===== config.mk =====
export PLATFORM = sky130hd
export DESIGN_NAME = serial_hex_chunk_line_parser_core_flat
export DESIGN_NICKNAME = d
export VERILOG_FILES = /design/src/rtl/core/shcp_pkg.sv /design/src/rtl/core/shcp_if.sv /design/src/rtl/core/shcp_step.sv /design/src/rtl/core/serial_hex_chunk_line_parser_core.sv /design/src/flat_wrapper.sv
export SDC_FILE = /design/constraint.sdc
export NUM_CORES = 1
export LEC_CHECK = 0
export ABC_AREA = 1
export BUFFER_PORTS_ARGS = -buffer_cell sky130_fd_sc_hd__clkbuf_2
export CAP_MARGIN = 0
export CORE_AREA = 10 10 99 101
export CTS_CLUSTER_SIZE = 12
export DETAILED_ROUTE_END_ITERATION = 10
export DIE_AREA = 0 0 109 111
export HOLD_SLACK_MARGIN = 0.12
export PLACE_DENSITY = 0.75
export SKIP_LAST_GASP = 1
export SYNTH_ARGS = -nofsm -noshare
export SYNTH_HDL_FRONTEND = slang
export SYNTH_SLANG_ARGS = --single-unit

===== constraint.sdc =====
create_clock -name clk -period 6.55 [get_ports clk]
set_input_delay 1.31 -clock clk [delete_from_list [all_inputs] [get_ports clk]]
set_output_delay 1.31 -clock clk [all_outputs]
set_load 0.005 [all_outputs]

===== src/rtl/core/shcp_pkg.sv =====
`timescale 1ns / 1ps
// ----------------------------------------------------------------------------
// Serial hex chunk line parser package
// Shared event codes, parser state, result record and the chunk prefix.
// ----------------------------------------------------------------------------
package shcp_pkg;

  localparam int CMD_DEPTH_DEFAULT = 64;
  localparam logic [7:0] LIMIT_RESET = 8'd96;

  localparam logic [3:0] PREFIX_LEN = 4'd15;

  localparam logic [7:0] CHAR_CR    = 8'h0D;
  localparam logic [7:0] CHAR_LF    = 8'h0A;
  localparam logic [7:0] CHAR_SPACE = 8'h20;
  localparam logic [7:0] CHAR_ZERO  = 8'h30;
  localparam logic [7:0] CHAR_NINE  = 8'h39;
  localparam logic [7:0] CHAR_UA    = 8'h41;
  localparam logic [7:0] CHAR_UF    = 8'h46;
  localparam logic [7:0] CHAR_LA    = 8'h61;
  localparam logic [7:0] CHAR_LF_HEX = 8'h66;

  typedef enum logic [3:0] {
    EV_NONE        = 4'd0,
    EV_CMD_CHAR    = 4'd1,
    EV_LINE_END    = 4'd2,
    EV_LINE_DROP   = 4'd3,
    EV_STREAM_START = 4'd4,
    EV_DATA_BYTE   = 4'd5,
    EV_CHUNK_END   = 4'd6,
    EV_BAD_HEX     = 4'd7,
    EV_TOO_LONG    = 4'd8
  } ev_t;

  typedef struct packed {
    logic       stream_mode;
    logic       nibble_waiting;
    logic [3:0] high_nibble;
    logic [3:0] prefix_matched;
    logic [7:0] chunk_length;
  } parse_state_t;

  typedef struct packed {
    ev_t        ev;
    logic [7:0] data;
    logic [7:0] count;
  } result_t;

  function automatic logic [7:0] prefix_char(input logic [3:0] idx);
    logic [7:0] c;
    unique case (idx)
      4'd0:    c = 8'h46;
      4'd1:    c = 8'h49;
      4'd2:    c = 8'h4C;
      4'd3:    c = 8'h45;
      4'd4:    c = 8'h2C;
      4'd5:    c = 8'h50;
      4'd6:    c = 8'h55;
      4'd7:    c = 8'h54;
      4'd8:    c = 8'h2C;
      4'd9:    c = 8'h43;
      4'd10:   c = 8'h48;
      4'd11:   c = 8'h55;
      4'd12:   c = 8'h4E;
      4'd13:   c = 8'h4B;
      4'd14:   c = 8'h2C;
      default: c = 8'h00;
    endcase
    return c;
  endfunction

endpackage


===== src/rtl/core/shcp_if.sv =====
`timescale 1ns / 1ps
// ----------------------------------------------------------------------------
// Serial hex chunk line parser channels
// Valid/ready channels for received characters and parser results.
// ----------------------------------------------------------------------------
interface shcp_rx_if;
  logic       valid;
  logic       ready;
  logic [7:0] rx_char;

  modport source (output valid, output rx_char, input ready);
  modport sink   (input valid, input rx_char, output ready);
endinterface

interface shcp_res_if;
  logic       valid;
  logic       ready;
  logic [3:0] event_res;
  logic [7:0] data;
  logic [7:0] count;

  modport source (output valid, output event_res, output data, output count, input ready);
  modport sink   (input valid, input event_res, input data, input count, output ready);
endinterface


===== src/rtl/core/shcp_step.sv =====
`timescale 1ns / 1ps
// ----------------------------------------------------------------------------
// Serial hex chunk line parser step
// Decides the result and next state for one character from the current state.
// ----------------------------------------------------------------------------
module shcp_step
  import shcp_pkg::*;
#(
  parameter int CMD_DEPTH = CMD_DEPTH_DEFAULT,
  localparam int CLW = $clog2(CMD_DEPTH)
) (
  input  logic [7:0]   c,
  input  logic [7:0]   limit,
  input  parse_state_t st,
  input  logic [CLW-1:0] cmd_len,
  output parse_state_t st_next,
  output logic [CLW-1:0] cmd_len_next,
  output result_t      res
);

  localparam logic [CLW-1:0] CMD_LAST = CLW'(CMD_DEPTH - 1);

  logic       nib_ok;
  logic [3:0] nib;
  logic [3:0] pm_next;
  logic       matched_all;
  logic [7:0] cl_inc;

  always_comb begin
    nib_ok = 1'b1;
    nib    = 4'd0;
    if (c >= CHAR_ZERO && c <= CHAR_NINE) begin
      nib = 4'(c - CHAR_ZERO);
    end else if (c >= CHAR_UA && c <= CHAR_UF) begin
      nib = 4'(c - CHAR_UA + 8'd10);
    end else if (c >= CHAR_LA && c <= CHAR_LF_HEX) begin
      nib = 4'(c - CHAR_LA + 8'd10);
    end else begin
      nib_ok = 1'b0;
    end
  end

  always_comb begin
    matched_all = 1'b0;
    if (st.prefix_matched < PREFIX_LEN && c == prefix_char(st.prefix_matched)) begin
      pm_next = st.prefix_matched + 4'd1;
      matched_all = (pm_next == PREFIX_LEN);
    end else begin
      pm_next = (c == prefix_char(4'd0)) ? 4'd1 : 4'd0;
    end
  end

  assign cl_inc = st.chunk_length + 8'd1;

  always_comb begin
    st_next      = st;
    cmd_len_next = cmd_len;
    res.ev       = EV_NONE;
    res.data     = 8'd0;
    res.count    = 8'd0;
    if (st.stream_mode) begin
      if (c == CHAR_CR || c == CHAR_SPACE) begin
        res.ev = EV_NONE;
      end else if (c == CHAR_LF || !nib_ok) begin
        res.ev    = (c == CHAR_LF && !st.nibble_waiting) ? EV_CHUNK_END : EV_BAD_HEX;
        res.data  = (c == CHAR_LF) ? 8'd0 : c;
        res.count = st.chunk_length;
        st_next.stream_mode    = 1'b0;
        st_next.nibble_waiting = 1'b0;
        st_next.chunk_length   = 8'd0;
        st_next.prefix_matched = 4'd0;
        cmd_len_next           = '0;
      end else if (!st.nibble_waiting) begin
        st_next.nibble_waiting = 1'b1;
        st_next.high_nibble    = nib;
      end else begin
        st_next.nibble_waiting = 1'b0;
        res.data = {st.high_nibble, nib};
        if (st.chunk_length < limit) begin
          st_next.chunk_length = cl_inc;
          res.ev    = EV_DATA_BYTE;
          res.count = cl_inc;
        end else begin
          res.ev    = EV_TOO_LONG;
          res.count = st.chunk_length;
          st_next.stream_mode    = 1'b0;
          st_next.chunk_length   = 8'd0;
          st_next.prefix_matched = 4'd0;
          cmd_len_next           = '0;
        end
      end
    end else if (c == CHAR_CR) begin
      res.ev = EV_NONE;
    end else if (c == CHAR_LF) begin
      res.ev       = EV_LINE_END;
      res.count    = 8'(cmd_len);
      cmd_len_next = '0;
    end else begin
      st_next.prefix_matched = pm_next;
      if (matched_all) begin
        st_next.stream_mode    = 1'b1;
        st_next.nibble_waiting = 1'b0;
        st_next.chunk_length   = 8'd0;
        st_next.prefix_matched = 4'd0;
        cmd_len_next           = '0;
        res.ev   = EV_STREAM_START;
        res.data = c;
      end else if (cmd_len < CMD_LAST) begin
        res.ev       = EV_CMD_CHAR;
        res.data     = c;
        res.count    = 8'(cmd_len);
        cmd_len_next = cmd_len + 1'b1;
      end else begin
        res.ev       = EV_LINE_DROP;
        res.count    = 8'(CMD_LAST);
        cmd_len_next = '0;
      end
    end
  end

endmodule


===== src/rtl/core/serial_hex_chunk_line_parser_core.sv =====
`timescale 1ns / 1ps
// ----------------------------------------------------------------------------
// Serial hex chunk line parser core
// Command line collection, chunk prefix detection and hex stream decoding.
// ----------------------------------------------------------------------------
//  channel  | dir | payload                   | item
//  rx       | in  | rx_char[7:0]              | one received character
//  res      | out | event_res, data, count    | one result per character
//  cfg      | in  | cfg_wdata[7:0] on cfg_we  | chunk byte limit
//
// Each character passes through the input register and then the result
// register; one item is accepted every cycle while the result is not stalled.
// The parser state is updated when an item moves into the result register.
// A stalled result holds; the input register still takes one more item.
// Synchronous reset clears both registers, the state and sets the limit to 96.
// ----------------------------------------------------------------------------
module serial_hex_chunk_line_parser_core
  import shcp_pkg::*;
#(
  parameter int CMD_DEPTH = CMD_DEPTH_DEFAULT
) (
  input  logic       clk,
  input  logic       rst,
  input  logic       cfg_we,
  input  logic [7:0] cfg_wdata,
  shcp_rx_if.sink    rx,
  shcp_res_if.source res
);

  localparam int CLW = $clog2(CMD_DEPTH);

  logic           in_valid;
  logic [7:0]     in_char;
  logic           out_valid;
  result_t        out_res;
  logic [7:0]     limit;
  parse_state_t   st;
  parse_state_t   st_next;
  logic [CLW-1:0] cmd_len;
  logic [CLW-1:0] cmd_len_next;
  result_t        res_next;
  logic           advance;

  assign advance  = in_valid && (!out_valid || res.ready);
  assign rx.ready = !in_valid || advance;

  shcp_step #(
    .CMD_DEPTH(CMD_DEPTH)
  ) u_step (
    .c           (in_char),
    .limit       (limit),
    .st          (st),
    .cmd_len     (cmd_len),
    .st_next     (st_next),
    .cmd_len_next(cmd_len_next),
    .res         (res_next)
  );

  always_ff @(posedge clk) begin
    if (rst) begin
      in_valid  <= 1'b0;
      out_valid <= 1'b0;
      limit     <= LIMIT_RESET;
      st        <= '0;
      cmd_len   <= '0;
    end else begin
      if (cfg_we) begin
        limit <= cfg_wdata;
      end
      if (rx.ready) begin
        in_valid <= rx.valid;
      end
      if (advance) begin
        out_valid <= 1'b1;
        st        <= st_next;
        cmd_len   <= cmd_len_next;
      end else if (res.ready) begin
        out_valid <= 1'b0;
      end
    end
  end

  always_ff @(posedge clk) begin
    if (rx.valid && rx.ready) begin
      in_char <= rx.rx_char;
    end
    if (advance) begin
      out_res <= res_next;
    end
  end

  assign res.valid     = out_valid;
  assign res.event_res = out_res.ev;
  assign res.data      = out_res.data;
  assign res.count     = out_res.count;

  a_start_enters_stream: assert property (@(posedge clk) disable iff (rst)
    advance && res_next.ev == EV_STREAM_START |=> st.stream_mode)
    else $error("stream start did not enter stream mode");

  a_prefix_bound: assert property (@(posedge clk) disable iff (rst)
    st.prefix_matched < PREFIX_LEN)
    else $error("prefix match count out of range");

  a_no_nibble_in_cmd: assert property (@(posedge clk) disable iff (rst)
    !st.stream_mode |-> !st.nibble_waiting)
    else $error("nibble held in command mode");

  a_data_count: assert property (@(posedge clk) disable iff (rst)
    out_valid && out_res.ev == EV_DATA_BYTE |-> out_res.count != 8'd0)
    else $error("data byte with zero count");

  a_empty_ready: assert property (@(posedge clk) disable iff (rst)
    !in_valid |-> rx.ready)
    else $error("empty input register not ready");

endmodule

===== src/flat_wrapper.sv =====
// flat-port wrapper written by rule: the top's interface ports become plain ports
module serial_hex_chunk_line_parser_core_flat import shcp_pkg::*;
#(
  parameter int CMD_DEPTH = CMD_DEPTH_DEFAULT
)
  (clk, rst, cfg_we, cfg_wdata, rx_valid, rx_rx_char, rx_ready, res_valid, res_event_res, res_data, res_count, res_ready);
  shcp_rx_if rx_i ();
  shcp_res_if res_i ();
  input  logic clk;
  input  logic rst;
  input  logic cfg_we;
  input  logic [7:0] cfg_wdata;
  input wire logic [$bits(rx_i.valid)-1:0] rx_valid;
  input wire logic [$bits(rx_i.rx_char)-1:0] rx_rx_char;
  output wire logic [$bits(rx_i.ready)-1:0] rx_ready;
  output wire logic [$bits(res_i.valid)-1:0] res_valid;
  output wire logic [$bits(res_i.event_res)-1:0] res_event_res;
  output wire logic [$bits(res_i.data)-1:0] res_data;
  output wire logic [$bits(res_i.count)-1:0] res_count;
  input wire logic [$bits(res_i.ready)-1:0] res_ready;
  assign rx_i.valid = rx_valid;
  assign rx_i.rx_char = rx_rx_char;
  assign rx_ready = rx_i.ready;
  assign res_valid = res_i.valid;
  assign res_event_res = res_i.event_res;
  assign res_data = res_i.data;
  assign res_count = res_i.count;
  assign res_i.ready = res_ready;
  serial_hex_chunk_line_parser_core #(.CMD_DEPTH(CMD_DEPTH)) u_core (.clk(clk), .rst(rst), .cfg_we(cfg_we), .cfg_wdata(cfg_wdata), .rx(rx_i), .res(res_i));
endmodule

Yosys cells after proc, flatten, opt, wreduce, memory -nomap -nowiden
Memories as Yosys holds them, arrays and structs flattened. A register that Yosys moved wholly into a read port is not among the register bits.
Cells that the tools add are included.

storage, ports and cells
  register bits after elaboration = 62
  bits in read-only memories = 112
  input bits = 21
  word-level logic and storage cells = 127
  memories = 1

memory list
  name              depth  bits a word  read ports  clocked after Yosys merged registers in  write ports  line            text
  (name not given)  16     7            1           1                                        0            shcp_pkg.sv:51  unique case (idx)

cells by class
  $add $sub $neg = 8
  magnitude comparators = 9
  equality and inequality tests = 11
  mux-type cells = 60
  bitwise operators = 3
  reduce and logical (&&, ||, !) cells = 22

operators with widths
  kind                                                                                 number
  12-bit 2-to-1 mux                                                                    6
  6-bit 2-to-1 mux                                                                     12
  20-bit 2-to-1 mux                                                                    3
  4-bit 2-to-1 mux                                                                     12
  8-bit 2-to-1 mux                                                                     5
  16-bit 2-to-1 mux                                                                    2
  18-bit 2-to-1 mux                                                                    1
  8-bit by 4-bit == test with 1-bit output, second input constant                      2
  8-bit by 7-bit greater-or-equal comparator with 1-bit output, second input constant  2
  8-bit by 7-bit less-or-equal comparator with 1-bit output, second input constant     2
  5-bit AND reduction                                                                  3
  2-bit 2-to-1 mux                                                                     6
  6-bit AND reduction                                                                  2
  4-bit by 1-bit subtractor with 4-bit output, second input constant                   3
  1-bit 2-to-1 mux                                                                     11
  11-bit 2-to-1 mux                                                                    1
  4-bit adder, second input constant                                                   2
  8-bit by 1-bit adder with 8-bit output, second input constant                        1
  8-bit by 6-bit == test with 1-bit output, second input constant                      1
  8-bit by 7-bit == test with 1-bit output, second input constant                      1
  8-bit == test                                                                        1
  8-bit by 6-bit greater-or-equal comparator with 1-bit output, second input constant  1
  8-bit by 6-bit less-or-equal comparator with 1-bit output, second input constant     1
  8-bit less-than comparator                                                           1
  14 further kinds                                                                     31

Logic depth before layout (Yosys ltp)
  depth after elaboration = 12
  gate-level depth with buffers = 21
  gate-level depth less buffers = 21

By module
From an unflattened synthesis, not the netlist that was laid out.

unflattened totals
  cells, all modules = 697
  area total of the unflattened synthesis = 4,697.0 sq um

by module, submodules not included
  module                             instances  cells an instance  area each (sq um)  seq. area each (sq um)
  shcp_step                          1          464                2,386.0            0.0
  serial_hex_chunk_line_parser_core  1          233                2,311.0            1,521.5

Least setup slack after synthesis
No wires, ideal clock.

  path kind = input -> register
  start = input res_ready
  end = register with a tool-made name
  library setup time = 0.113 ns
  data arrival time = 3.335 ns
  required time = 6.437 ns
  setup slack = 3.103 ns
  stages on the path = 17
  buffers on the path = 0
  cell sequence = inv_1 > nand2_1 > nand2_1 > inv_1 > nand2_4 > a21oi_4 > nand2_4 > nand2_1 > nand2_1 > nor2_1 > inv_1 > ha_1 > inv_1 > nand2_1 > nand2_1 > nand2_1 > nand2_1

RTL lines
  item                line                text
  start: declaration  flat_wrapper.sv:20  input wire logic [$bits(res_i.ready)-1:0] res_ready;

==> impl_results.rst <==
.. list-table::
   :header-rows: 1

   * - Metric
     - Value
   * - Mapped Cells
     - slightly above 500
   * - Util after Layout
     - roughly three fifths
   * - Largest net degree at the start of global routing
     - 30
   * - Remaining routing DRC violations
     - 0
   * - Critical Path Start Type
     - input port
   * - Sum Neg Setup Slack
     - 0 ps
   * - Most frequently used flop master after synthesis
     - sky130_fd_sc_hd__dfxtp_1
   * - First-iteration detailed-routing DRC count
     - 171
   * - Endpoint required time on the critical path
     - just under 7000 ps
   * - Cell area after placement
     - 4472 µm²
   * - Source-to-sink clock delay at the later pin of the worst-skew pair
     - 350 ps
   * - Class of the most critical setup path
     - in -> reg
   * - Net switching component of the power
     - approximately 250 µW
   * - Cell at the slowest stage of the critical path
     - sky130_fd_sc_hd__inv_1
   * - Effective utilization at floorplan
     - between 50% and 60%
   * - Number of placed instances with taps included
     - 652
   * - Largest area contributor in the synthesized netlist
     - sky130_fd_sc_hd__edfxtp_1
   * - Wire length reported by the detailed router
     - roughly 9200 µm
   * - Vias in the first global route
     - 3402
   * - Setup repair after global routing missed its margin
     - no
   * - Largest delay share family, worst path
     - buffers and inverters
   * - Layout Cells excl Fill
     - roughly 670
   * - Largest cells by area after synthesis
     - sky130_fd_sc_hd__edfxtp_1 20%, sky130_fd_sc_hd__dfxtp_1 20%, sky130_fd_sc_hd__nand2_1 9.8%
   * - Most frequent cell after synthesis
     - sky130_fd_sc_hd__nand2_1
   * - Nets in the synthesized netlist
     - 557
   * - Global-route wire length before repair
     - 15400 µm
   * - Kind of end point of the critical path
     - register
   * - Slew Viols, Final
     - 0
   * - Number of enable flip-flop cells after synthesis
     - 28
   * - PnR worst setup slack
     - 2985 ps
   * - Number of sinks handled by clock tree synthesis
     - 69
   * - Top post-synthesis cells by count
     - 109 x sky130_fd_sc_hd__nand2_1, 63 x sky130_fd_sc_hd__inv_1, 41 x sky130_fd_sc_hd__dfxtp_1
   * - Proportion of power drawn by combinational gates
     - 13.8%
   * - Total power per unit cell area
     - 198.3 nW/µm²
   * - Count of distinct cell types in the synthesized netlist
     - 44
   * - Area Growth Syn to Fin
     - 10.95%
   * - Sum of overflow across all layers after global routing
     - 0
   * - Clock Power Share
     - 33.2%
   * - CTS Hold Bufs
     - 0
   * - Maximum frequency from static timing analysis
     - 280.5 MHz
   * - Count of endpoints failing hold in the final timing report
     - 0
   * - Post-layout instance area
     - 4641 µm²
   * - Core region area
     - 7969 µm²
   * - Net count of the finished layout
     - 602
   * - Switch share
     - a little over a quarter
   * - Number of buffers inserted during clock tree synthesis
     - 9
   * - Die Y
     - 111 µm
   * - Most common cell on crit path
     - sky130_fd_sc_hd__nand2_1
   * - Total global routing track utilization
     - between 10% and 20%
   * - CTS tree
     - built
   * - Gp weighted congestion
     - around 0.9
   * - Layout cells sized above 1
     - 19.40%
   * - Mapped cell area
     - between 4000 and 5000 µm²
   * - Yosys warning count
     - 0
   * - Maximum number of buffers from clock root to sink
     - 2
   * - Via count
     - 3497
   * - Post-Synthesis Mean Instance Area
     - 8.154 µm²
   * - Width of the die
     - 109 µm
   * - Area share of the leading cell type in the synthesized netlist
     - 20.10%
   * - Count of antenna diodes in the layout
     - 0
   * - Largest clock skew in the final design
     - approximately 14 ps
   * - Count of input and output buffers
     - 42
   * - Crit Path Max Fanout
     - 24
   * - DRT antenna net count
     - 0
   * - Via density per instance
     - 5.243
   * - Rows
     - 33
   * - Post-detailed-route wirelength per cell
     - 13.81 µm
   * - Worst path arrival time
     - 3810 ps
   * - H-tree lvl count
     - 3
   * - Outcome
     - completed
   * - Post-CTS clock slew at the launch and capture registers of the worst setup and hold paths
     - 80 ps
   * - Sequential Power Share
     - 53.0%
   * - Proportion of register bits with asynchronous set or reset after synthesis
     - 0%
   * - Cell-internal power
     - 671.1 µW
   * - Slew Limit Headroom
     - 33.78%
   * - Static leakage
     - 2.057 nW
   * - Post-CTS Setup Repair Bufs
     - 0
   * - Slowest Stage Delay on Critical Path
     - about 680 ps
   * - Quantity of gates resized following cts
     - 0
   * - Clk Tree Root Cell
     - sky130_fd_sc_hd__clkbuf_8
   * - WP buf/inv
     - 5
   * - HPWL after detailed placement
     - between 7000 and 8000 µm
   * - Kind of path behind the tightest hold check
     - reg -> reg
   * - Max IR drop VDD
     - 86.42 µV
   * - Initial antenna violation count
     - 0
   * - Flip-flop and latch count after synthesis
     - 69
   * - Crit path cell chain
     - clkbuf_2, inv_1, nand2_1, nand2_1, inv_1, nand2_4, a21oi_4, nand2_4, nand2_1, nand2_1, nor2_1, inv_1, ha_1, inv_1, nand2_1, nand3_1, nand2_1
   * - # IOs
     - 43
   * - Max Cap Violations
     - 0
   * - Place WS
     - 2592 ps
   * - Die area
     - 12100 µm²
   * - Setup violators final
     - 0
   * - Measured slew at the worst slew-check pin
     - 992.3 ps
   * - DR pass1 iterations
     - 4
   * - Part of the cycle the worst path needs
     - approximately 54%
   * - Sequential share of the synthesized area
     - 39.72%
   * - Min Tclk post-route
     - 3565 ps
-- layout by cell type (no fill, tap or decap), drive strengths merged, types with 2 or more instances in the layout --
master / n
a211oi: 3
a21oi: 33
clkbuf: 55
clkinv: 5
dfxtp: 41
edfxtp: 28
ha: 23
inv: 75
nand2: 128
nand3: 40
nand4: 11
nor2: 43
nor3: 12
o211ai: 2
o21ai: 35
o22ai: 9
o31ai: 2
xnor2: 2
xor2: 6
-- layout make-up --
cell class	count	area (µm²)
timing repair buffer	42	210.2
clock buffer	13	158.9
inverter	78	310.3
clock inverter	2	10.01
multi-input combinational	358	2158
fill	713	3328
sequential	69	1662
tap	105	131.4
-- routing by layer --
metal	GRT usage (%)	part of all wire (%)	up-vias
li1	-	-	1794
met1	18.93	44	1588
met2	25.49	48	101
met3	2.500	5.9	14
met4	6.596	1.8	0
met5	0	0	-
-- path summary, 6_finish.rpt --
check                                   start                         end  slack [ps]  cells after the start
setup / recovery                    res_ready                    register        2980                     17
setup reg to reg  u_core.in_char[0]$_DFFE_PP_                    register        3700                     19
hold / removal     u_core.st[15]$_SDFFE_PP0P_  u_core.st[15]$_SDFFE_PP0P_         460                      2
hold reg to reg    u_core.st[15]$_SDFFE_PP0P_  u_core.st[15]$_SDFFE_PP0P_         460                      2
-- power by group through the flow --
stage | registers, mW | logic (mW) | clock network [mW]
detailed placement | 0.497 | 0.126 | 0
finish | 0.488 | 0.127 | 0.305
global route | 0.490 | 0.143 | 0.331
global placement | 0.496 | 0.122 | 0
CTS | 0.488 | 0.127 | 0.311
floorplan | 0.493 | 0.0950 | 0
-- tightest hold or removal path, cell delays in order, from the launching register on --
cell and delay (ps):
sky130_fd_sc_hd__dfxtp_1 300, sky130_fd_sc_hd__inv_1 60, sky130_fd_sc_hd__a21oi_1 50
-- through the flow --
step	hold WS [ps]	power, mW
2_1_floorplan	429.8	0.5875
3_3_place_gp	442.9	0.6183
3_5_place_dp	449.5	0.6235
5_1_grt	480.9	0.9651
4_1_cts	458.9	0.9252
6_report	455.8	0.9202
-- logic make-up (layout without fill, tap and decap cells) --
| family | Yosys count | in the layout | share of synthesized area, % |
|---|---|---|---|
| AOI/OAI and AO/OA | 87 | 87 | 12.32 |
| xor gates and xnor gates | 8 | 8 | 1.675 |
| adders and majority gates | 23 | 23 | 6.880 |
| buffers and inverters | 86 | 135 | 8.675 |
| DFF | 69 | 69 | 39.72 |
| muxes | 1 | 1 | 0.2393 |
| and+or+nand+nor | 239 | 239 | 30.48 |
(Power assumes the default switching activity.)
